**src/sv/blaq_pkg.sv**
```systemverilog
// shared constants and types for the byte line assembler queue
package blaq_pkg;

	localparam int unsigned DATA_W = 16;
	localparam int unsigned OUT_LEN_W = 6;

	localparam logic [7:0] CH_LF = 8'h0A;
	localparam logic [7:0] CH_CR = 8'h0D;

	localparam logic MODE_PUSH = 1'b0;
	localparam logic MODE_POP  = 1'b1;

	typedef enum logic [1:0] {
		STAT_OK    = 2'd0,
		STAT_EMPTY = 2'd1,
		STAT_SMALL = 2'd2
	} status_t;

endpackage

```
**src/sv/byte_line_assembler_queue.sv**
```systemverilog
// byte line assembler with a ring queue of completed lines held in one line memory
// push beat: gives no output beat
// pop beat: moves to the stream state, then one character beat per cycle unless stalled
// a pop holds the input until every character is read (one memory read per character)
// failed pop: one status beat in the cycle after acceptance
// reset clears pointers, counts and flags; line memory and lengths are not cleared
module byte_line_assembler_queue #(
	parameter int MAX_LINES    = 8,
	parameter int MAX_LINE_LEN = 63
) (
	input  logic                          clk,
	input  logic                          arst_n,
	input  logic                          s_tvalid,
	output logic                          s_tready,
	input  logic [blaq_pkg::DATA_W-1:0]   s_tdata,  // data_byte, out_capacity
	input  logic                          s_tuser,  // mode
	output logic                          m_tvalid,
	input  logic                          m_tready,
	output logic [blaq_pkg::DATA_W-1:0]   m_tdata,  // char_out, line_len, zero fill
	output logic [1:0]                    m_tuser,  // status
	output logic                          m_tlast
);

	localparam int NSLOTS = MAX_LINES + 1;
	localparam int SLOT_W = $clog2(NSLOTS);
	localparam int CNT_W  = $clog2(MAX_LINES + 1);
	localparam int LEN_W  = $clog2(MAX_LINE_LEN + 1);
	localparam int DEPTH  = NSLOTS * MAX_LINE_LEN;
	localparam int ADDR_W = $clog2(DEPTH);

	typedef enum logic {
		ST_IDLE,
		ST_STREAM
	} state_t;

	state_t             state_q;
	logic [SLOT_W-1:0]  rd_q;
	logic [SLOT_W-1:0]  wr_q;
	logic [CNT_W-1:0]   cnt_q;
	logic [LEN_W-1:0]   asm_len_q;
	logic               drop_q;
	logic [LEN_W-1:0]   k_q;
	logic [LEN_W-1:0]   plen_q;
	logic               out_valid_q;
	blaq_pkg::status_t  status_q;
	logic [LEN_W-1:0]   olen_q;
	logic               last_q;
	logic [7:0]         char_q;

	logic [7:0]         mem [DEPTH];
	logic [LEN_W-1:0]   lens_q [NSLOTS];

	logic               in_acc;
	logic               is_push;
	logic               is_pop;
	logic [7:0]         in_byte;
	logic [7:0]         in_cap;
	logic               is_term;
	logic               out_free;
	logic               commit;
	logic               mem_we;
	logic [ADDR_W-1:0]  waddr;
	logic [ADDR_W-1:0]  raddr;
	logic [LEN_W-1:0]   head_len;
	logic               pop_fail;
	blaq_pkg::status_t  fail_code;
	logic               rd_en;
	logic               out_load;
	logic               k_last;
	logic [SLOT_W-1:0]  rd_next;
	logic [SLOT_W-1:0]  wr_next;

	assign in_byte  = s_tdata[7:0];
	assign in_cap   = s_tdata[15:8];
	assign out_free = !out_valid_q || m_tready;
	assign s_tready = (state_q == ST_IDLE) && out_free;
	assign in_acc   = s_tvalid && s_tready;
	assign is_push  = in_acc && (s_tuser == blaq_pkg::MODE_PUSH);
	assign is_pop   = in_acc && (s_tuser == blaq_pkg::MODE_POP);
	assign is_term  = (in_byte == blaq_pkg::CH_LF) || (in_byte == blaq_pkg::CH_CR);

	assign commit = is_push && is_term && !drop_q && (asm_len_q != '0);
	assign mem_we = is_push && !is_term && !drop_q
		&& (asm_len_q < LEN_W'(MAX_LINE_LEN));

	assign rd_next = (rd_q == SLOT_W'(NSLOTS - 1)) ? '0 : rd_q + 1'b1;
	assign wr_next = (wr_q == SLOT_W'(NSLOTS - 1)) ? '0 : wr_q + 1'b1;

	// the line being assembled sits in the slot just past the queued lines
	assign waddr = ADDR_W'(wr_q) * ADDR_W'(MAX_LINE_LEN) + ADDR_W'(asm_len_q);
	assign raddr = ADDR_W'(rd_q) * ADDR_W'(MAX_LINE_LEN) + ADDR_W'(k_q);

	assign head_len = lens_q[rd_q];

	always_comb begin
		pop_fail  = 1'b1;
		fail_code = blaq_pkg::STAT_SMALL;
		if (in_cap == 8'd0) begin
			fail_code = blaq_pkg::STAT_SMALL;
		end else if (cnt_q == '0) begin
			fail_code = blaq_pkg::STAT_EMPTY;
		end else if (head_len == '0 || (9'(head_len) + 9'd1) > 9'(in_cap)) begin
			fail_code = blaq_pkg::STAT_SMALL;
		end else begin
			pop_fail = 1'b0;
		end
	end

	assign rd_en    = (state_q == ST_STREAM) && out_free;
	assign out_load = (is_pop && pop_fail) || rd_en;
	assign k_last   = (k_q == plen_q - 1'b1);

	always_ff @(posedge clk or negedge arst_n) begin
		if (!arst_n) begin
			state_q     <= ST_IDLE;
			rd_q        <= '0;
			wr_q        <= '0;
			cnt_q       <= '0;
			asm_len_q   <= '0;
			drop_q      <= 1'b0;
			k_q         <= '0;
			plen_q      <= '0;
			out_valid_q <= 1'b0;
			status_q    <= blaq_pkg::STAT_OK;
			olen_q      <= '0;
			last_q      <= 1'b0;
		end else begin
			if (out_load) begin
				out_valid_q <= 1'b1;
			end else if (m_tready) begin
				out_valid_q <= 1'b0;
			end
			case (state_q)
				ST_IDLE: begin
					if (is_push) begin
						if (is_term) begin
							asm_len_q <= '0;
							drop_q    <= 1'b0;
							if (commit) begin
								wr_q <= wr_next;
								if (cnt_q == CNT_W'(MAX_LINES)) begin
									rd_q <= rd_next;
								end else begin
									cnt_q <= cnt_q + 1'b1;
								end
							end
						end else if (!drop_q) begin
							if (mem_we) begin
								asm_len_q <= asm_len_q + 1'b1;
							end else begin
								drop_q <= 1'b1;
							end
						end
					end else if (is_pop) begin
						if (pop_fail) begin
							status_q    <= fail_code;
							olen_q      <= '0;
							last_q      <= 1'b1;
						end else begin
							k_q     <= '0;
							plen_q  <= head_len;
							state_q <= ST_STREAM;
						end
					end
				end
				ST_STREAM: begin
					if (rd_en) begin
						status_q    <= blaq_pkg::STAT_OK;
						olen_q      <= plen_q;
						last_q      <= k_last;
						k_q         <= k_q + 1'b1;
						if (k_last) begin
							rd_q    <= rd_next;
							cnt_q   <= cnt_q - 1'b1;
							state_q <= ST_IDLE;
						end
					end
				end
				default: begin
					state_q <= ST_IDLE;
				end
			endcase
		end
	end

	always_ff @(posedge clk) begin
		if (mem_we) begin
			mem[waddr] <= in_byte;
		end
		if (rd_en) begin
			char_q <= mem[raddr];
		end else if (is_pop && pop_fail) begin
			char_q <= '0;
		end
	end

	always_ff @(posedge clk) begin
		if (commit) begin
			lens_q[wr_q] <= asm_len_q;
		end
	end

	assign m_tvalid = out_valid_q;
	assign m_tdata  = {2'b00, blaq_pkg::OUT_LEN_W'(olen_q), char_q};
	assign m_tuser  = status_q;
	assign m_tlast  = last_q;

	logic [SLOT_W:0] tail_sum;
	logic [SLOT_W-1:0] tail_slot;

	assign tail_sum  = (SLOT_W + 1)'(rd_q) + (SLOT_W + 1)'(cnt_q);
	assign tail_slot = (tail_sum >= (SLOT_W + 1)'(NSLOTS))
		? SLOT_W'(tail_sum - (SLOT_W + 1)'(NSLOTS)) : SLOT_W'(tail_sum);

	a_cnt_bound: assert property (@(posedge clk) disable iff (!arst_n)
		cnt_q <= CNT_W'(MAX_LINES))
		else $error("line count above queue depth");

	a_ring_tail: assert property (@(posedge clk) disable iff (!arst_n)
		wr_q == tail_slot)
		else $error("assembly slot overlaps queued lines");

	a_stream_idx: assert property (@(posedge clk) disable iff (!arst_n)
		(state_q == ST_STREAM) |-> (k_q < plen_q) && (cnt_q != '0))
		else $error("character index out of range of popped line");

	a_fail_beat: assert property (@(posedge clk) disable iff (!arst_n)
		(m_tvalid && m_tuser != blaq_pkg::STAT_OK) |-> m_tlast && m_tdata == '0)
		else $error("failure beat carries data");

endmodule
```
**config.mk**
```make
export PLATFORM = sky130hd
export DESIGN_NAME = byte_line_assembler_queue
export DESIGN_NICKNAME = d
export VERILOG_FILES = /design/src/sv/blaq_pkg.sv /design/src/sv/byte_line_assembler_queue.sv
export SDC_FILE = /design/constraint.sdc
export NUM_CORES = 2
export LEC_CHECK = 0
export BUFFER_PORTS_ARGS = -buffer_cell sky130_fd_sc_hd__clkbuf_2
export CELL_PAD_IN_SITES_DETAIL_PLACEMENT = 1
export CELL_PAD_IN_SITES_GLOBAL_PLACEMENT = 1
export CORE_MARGIN = 3
export CORE_UTILIZATION = 56
export CTS_CLUSTER_DIAMETER = 30
export DETAILED_ROUTE_END_ITERATION = 8
export MAX_ROUTING_LAYER = met4
export PLACE_DENSITY = 0.87
export SETUP_SLACK_MARGIN = 0.15
export SLEW_MARGIN = 20
export SYNTH_ARGS = -nofsm -noshare
export SYNTH_HDL_FRONTEND = slang
export SYNTH_MEMORY_MAX_BITS = 65536
export SYNTH_SLANG_ARGS = --single-unit
```
**constraint.sdc**
```tcl
create_clock -name clk -period 6.8 [get_ports clk]
set_clock_uncertainty 0.15 [all_clocks]
set_input_delay 1.7 -clock clk [delete_from_list [all_inputs] [get_ports clk]]
set_output_delay 1.7 -clock clk [all_outputs]
set_load 0.01 [all_outputs]
```
==> results of run 1 <==
[logic make-up after synthesis]
kind of cell	Yosys count
muxes	1370
xor gates and xnor gates	43
other	1
AOI/OAI and AO/OA	422
buffers and inverters	570
and+or+nand+nor	1631
adders and majority gates	81
DFF	4640
[per-layer routing]
layer	GRT usage [%]	overflow
met5	-	-
met4	67.13	71
met3	60.92	18
met2	82.07	66
met1	68.88	0
[through the flow]
step | area (um2) | cells | hold WS (ps) | worst slack (ps) | setup TNS, ps
floorplan | 183200 | 8759 | 307.7 | 1465 | 0
global placement | 190600 | 13116 | 330.5 | 60.48 | 0
detailed placement | 190600 | 13117 | 339.1 | -199.4 | -199.4
CTS | 217500 | 14534 | 369.6 | 97.44 | 0
[timing repair]
action | CTS
pin swaps | 3
setup buffers | 2
setup endpoints to repair | 2287
resized for setup | 170
==> results.md, run 1 <==
* Initial core utilization at a little under three fifths
* Top cell type's share of synthesized area at about 75%
* Post-synthesis simple-gate area fraction at under 10%
* Count of buffers from port buffering at 39
* Number of top-level pins at 42
* Post-synthesis sequential area ratio at ~76%
* Most frequent cell after synthesis: edfxtp_1
* Async set-or-reset flop fraction in the synthesized netlist at less than 1%
* Count of unique library cells instantiated by Yosys at slightly below 90
* Global-route total usage across every layer at 70.83%
* Post-synthesis share of cell area spent on full adders, half adders and majority gates at less than 1%
* Core Rows at 209
* Post-synth top area cell: edfxtp_1
* Detailed placement HPWL at between 300 and 400 mm
* GRT worst endpoint: char_q[3]$_SDFFCE_PN0P_/D
* # hold bufs at CTS at 0
* Number of synthesized flops with an enable pin at 4598
* Die Y at 578.0 um
* Average size of a mapped cell at ~21 um2
* Dominant combinational cell family by area after synthesis: multiplexers
* Flip-flop and latch count after synthesis at about 4600
* Number of antenna violations at the first check in global routing at ~170
* Maximum level of the CTS H-tree at 6
* Number of cells produced by synthesis at between 8000 and 9000
* Failed at: global routing
* Mux cell area share after synthesis at 15.99%
* Result of the run: did not finish
* Library cell used as clock root buffer: clkbuf_16
* Top cells by count, synth: 4598 x edfxtp_1, 1232 x mux4_2, 623 x nor2_1
* Share of the synthesized netlist area taken by xor and xnor gates at less than 1%
* Pin count of the biggest net entering global routing at 194
* Worst End Pin Type: register input
* Final weighted congestion of routability-driven global placement at roughly 0.97
* Number of clock sinks at 4640
* Total of warnings raised by yosys at 0
* Overflow left after global routing at 155
* First logged error message: [ERROR GRT-0232] Routing congestion too high. Check the congestion heatmap in the GUI.
* Largest buffer count on any clock path at 4
* Horizontal die dimension at 578.0 um
* Number of CTS-inserted buffers at around 760
* Most used flip-flop cell after synthesis: edfxtp_1
* Post-synth design cell area at 183200 um2
* Top cells by area in the synthesized netlist: edfxtp_1 75%, mux4_2 15%, nor2_1 1.3%
* Compound-Gate Fraction of Synth Area at approximately 1.6%
==> inputs of run 2 (changes only) <==
==> config.mk (replaced) <==
export PLATFORM = sky130hd
export DESIGN_NAME = byte_line_assembler_queue
export DESIGN_NICKNAME = d
export VERILOG_FILES = /design/src/sv/blaq_pkg.sv /design/src/sv/byte_line_assembler_queue.sv
export SDC_FILE = /design/constraint.sdc
export NUM_CORES = 2
export LEC_CHECK = 0
export BUFFER_PORTS_ARGS = -buffer_cell sky130_fd_sc_hd__clkbuf_2
export CORE_MARGIN = 3
export CORE_UTILIZATION = 40
export DETAILED_ROUTE_END_ITERATION = 8
export PLACE_DENSITY_LB_ADDON = 0.15
export SLEW_MARGIN = 20
export SYNTH_ARGS = -nofsm -noshare
export SYNTH_HDL_FRONTEND = slang
export SYNTH_MEMORY_MAX_BITS = 65536
export SYNTH_SLANG_ARGS = --single-unit
==> run 2 against run 1 <==
- the run now ends clean
- synthesized cell count did not move
- area after synthesis unchanged
==> results.md, run 2 <==
* Result of the run: completed (was did not finish)
* Post-synthesis sequential area ratio at 75.93% (unchanged)
* Via/cell ratio at approximately 5.9
* Arrival time at the worst endpoint at just over 7000 ps
* Design internal power at around 60 mW
* Met2 WL post-DR at between 200 and 300 mm
* Number of synthesized flops with an enable pin at 4598 (unchanged)
* Total number of nets in the final design at 9564
* Post-synth top area cell: edfxtp_1 (unchanged)
* Time the final worst path needs with I/O delays and setup at ~6700 ps
* Largest register FFs at ~4500
* Pin count of the biggest net entering global routing at 182
* Critical path fanouts, max at 18
* Die Footprint at between 400000 and 500000 um2
* Final weighted congestion of routability-driven global placement at 0.8707 (was 0.9668)
* Clock network latency to the later pin of the worst-skew pair at about 1000 ps
* Commonest non-fill, non-tap cells in the layout: 4598 x edfxtp_1, 1232 x mux4_2, 619 x buf_4
* Total wire length at roughly 560 mm
* Flip-flop and latch count after synthesis at 4640 (unchanged)
* Fraction of layout cells with a size suffix above 1 at about 27%
* Initial core utilization at 40.33% (was 56.41%)
* Proportion of power drawn by flip-flops and latches at 33.4%
* Horizontal die dimension at 682.8 um (was 578.0 um)
* Clock edge transition at the registers on the reported setup and hold paths at 60 ps
* Largest buffer count on any clock path at 4 (unchanged)
* Maximum level of the CTS H-tree at 5 (was 6)
* Core Rows at 247 (was 209)
* Register ranked first by flip-flop count: mem
* Total power after layout at roughly 95 mW
* Top cell type's share of synthesized area at 75.36% (unchanged)
* Critical Path Source Type: flop
* Top cells by count, synth: 4598 x edfxtp_1, 1232 x mux4_2, 623 x nor2_1 (unchanged)
* Iteration-0 DRC Markers at around 12000
* Number of top-level pins at 42 (unchanged)
* Top Layer Used: met5
* Total of warnings raised by yosys at 0 (unchanged)
* Number of CTS-inserted buffers at 475 (was 755)
* Routed length on met3 at 44.96 mm
* Async set-or-reset flop fraction in the synthesized netlist at 0.9052% (unchanged)
* DR vias at about 94000
* Slew headroom at between 10% and 20%
* Count of antenna-violating nets left after detailed routing at 0
* Overflow left after global routing at 0
* Die Y at 682.8 um (was 578.0 um)
* Class of the most critical setup path: reg -> reg
* Count of unique library cells instantiated by Yosys at 87 (unchanged)
* Largest vdd supply drop at 0.5891 mV
* Most common library cell in the layout ignoring fill and taps: edfxtp_1
* Crit path capture type: flop
* Crit share post-route at between 90% and 100%
* Most frequent cell after synthesis: edfxtp_1 (unchanged)
* Part of the power in the clock network at between 20% and 30%
* Leak at between 60 and 70 nW
* Library cell used as clock root buffer: clkbuf_16 (unchanged)
* Number of antenna violations at the first check in global routing at 34
* Count of buffers from port buffering at 39 (unchanged)
* Core box area at about 450000 um2
* Number of detailed-routing iterations run before antenna repair at 5
* Number of failing hold endpoints at the final stage at 0
* Routed WL per cell at ~35 um
* Number of clock sinks at 4640 (unchanged)
* Fin Hold WS at roughly 340 ps
* Number of cells produced by synthesis at 8758 (unchanged)
* Global-route total usage across every layer at 23.83%
* Slew @ Worst Pin at about 1300 ps
* Maximum capacitance violations at 0
* Total Negative Setup Slacks at 0 ps
* Peak Freq at 149.6 MHz
* Net Sw Frac at between 30 and 40%
* Path class of the lowest-slack min-delay path: reg -> reg
* Registers with the highest flip-flop counts: mem (4536), lens_q (54), char_q (8)
* Average size of a mapped cell at 20.92 um2 (unchanged)
* Detailed placement HPWL at 364.2 mm (was 363.9 mm)
* Setup violation total in the final timing report at 0
* Most used flip-flop cell after synthesis: edfxtp_1 (unchanged)
* Sw Pwr at ~34 mW
* Top cells by area in the synthesized netlist: edfxtp_1 75%, mux4_2 15%, nor2_1 1.3% (unchanged)
* Wl on met1 at 229.8 mm
* Drt drc at 0
* Post-synth design cell area at 183200 um2 (unchanged)
* Number of global-route vias before repair at 94180
* Max-slew violation count at 0
* Combinational share of power at between 40% and 50%
* # hold bufs at CTS at 0 (unchanged)
* First-pass GRT wire length at around 780 mm
* Required time of the worst setup path at 7380 ps
* Power density over cell area at roughly 460 nW/um2
* Area growth from synthesis to layout at 14.26%
* TritonCTS clock tree: built
* Setup repair after global routing missed its margin: no
==> run 2: cell counts after synthesis <==
Identical to the previous run, type by type.
==> run 2: metrics by stage <==
| step | worst slack, ps | std cells | util [%] | instance area (um2) |
|---|---|---|---|---|
| after global routing | 30.94 | 15841 | 46.06 | 209300 |
| after floorplan | 1465 | 8759 | - | 183200 |
| after detailed placement | 16.71 | 14959 | 42.76 | 194200 |
| after global placement | -37.11 | 14958 | 42.75 | 194200 |
| after CTS | 28.06 | 15834 | 46.05 | 209200 |
| final | 116.4 | 15871 | 46.08 | 209300 |
==> run 2: cell type report <==
type,instances,area [um2]
well taps,5976,7477
flip-flops and latches,4640,139100
fillers,38021,245000
multi-input cells,3549,41120
inverters,67,251.5
clock buffers,598,12450
diodes,35,87.58
clock inverters,277,2501
repair buffers,729,6326
==> run 2: routing by layer <==
layer  vias up  global-route usage (%)
met2      4028                   37.64
met1     51474                   33.74
met3       769                   4.375
li1      37668                       -
met5         -                       0
met4         4                   7.564
==> run 2: timing repair <==
item	in CTS	in global routing
pin swaps	0	1
endpoints found under the setup margin	1	3
setup buffers	0	2
gates resized for setup	1	3
cloned	0	0
==> run 2: worst max-delay path, cell delays in order (launching register included) <==
cell,delay (ps)
dfrtp_1,510
fa_1,670
inv_1,100
fa_1,460
fa_1,520
inv_1,60
ha_1,540
xor2_4,250
buf_12,240
buf_12,260
buf_4,290
mux4_2,580
nand2_1,110
a21oi_1,70
nor4_1,560
buf_4,230
a31oi_1,40
buf_4,140
nand3_1,220
buf_4,220
nand4_1,100
==> run 2: logic make-up after synthesis <==
logic type                 share of synthesized area (%)
muxes                                              15.99
xor gates and xnor gates                          0.2178
other                                           0.002047
and+or+nand+nor                                    3.785
buffers and inverters                              1.804
AOI/OAI and AO/OA                                  1.634
DFF                                                75.93
adders and majority gates                         0.6392
==> run 2: power groups by stage <==
stage | Clock (mW) | Sequential, mW | Combinational (mW)
floorplan | 0 | 32.3 | 23.0
global placement | 0 | 32.4 | 38.4
detailed placement | 0 | 32.4 | 38.3
CTS | 25.7 | 31.8 | 38.5
global route | 26.9 | 31.8 | 39.8
finish | 25.3 | 31.8 | 38.3
==> run 2: path summary, 6_finish.rpt <==
check	start	end	slack, ps	depth (start not counted)
max in group asynchronous	arst_n	wr_q[3]	5390	2
min in group asynchronous	arst_n	cnt_q[0]	620	2
hold / removal	cnt_q[3]	cnt_q[3]	340	1
hold reg to reg	cnt_q[3]	cnt_q[3]	340	1
setup / recovery	rd_q[2]	char_q[2]	120	20
setup reg to reg	rd_q[2]	char_q[2]	120	20
Power figures use the tool's default switching activity.
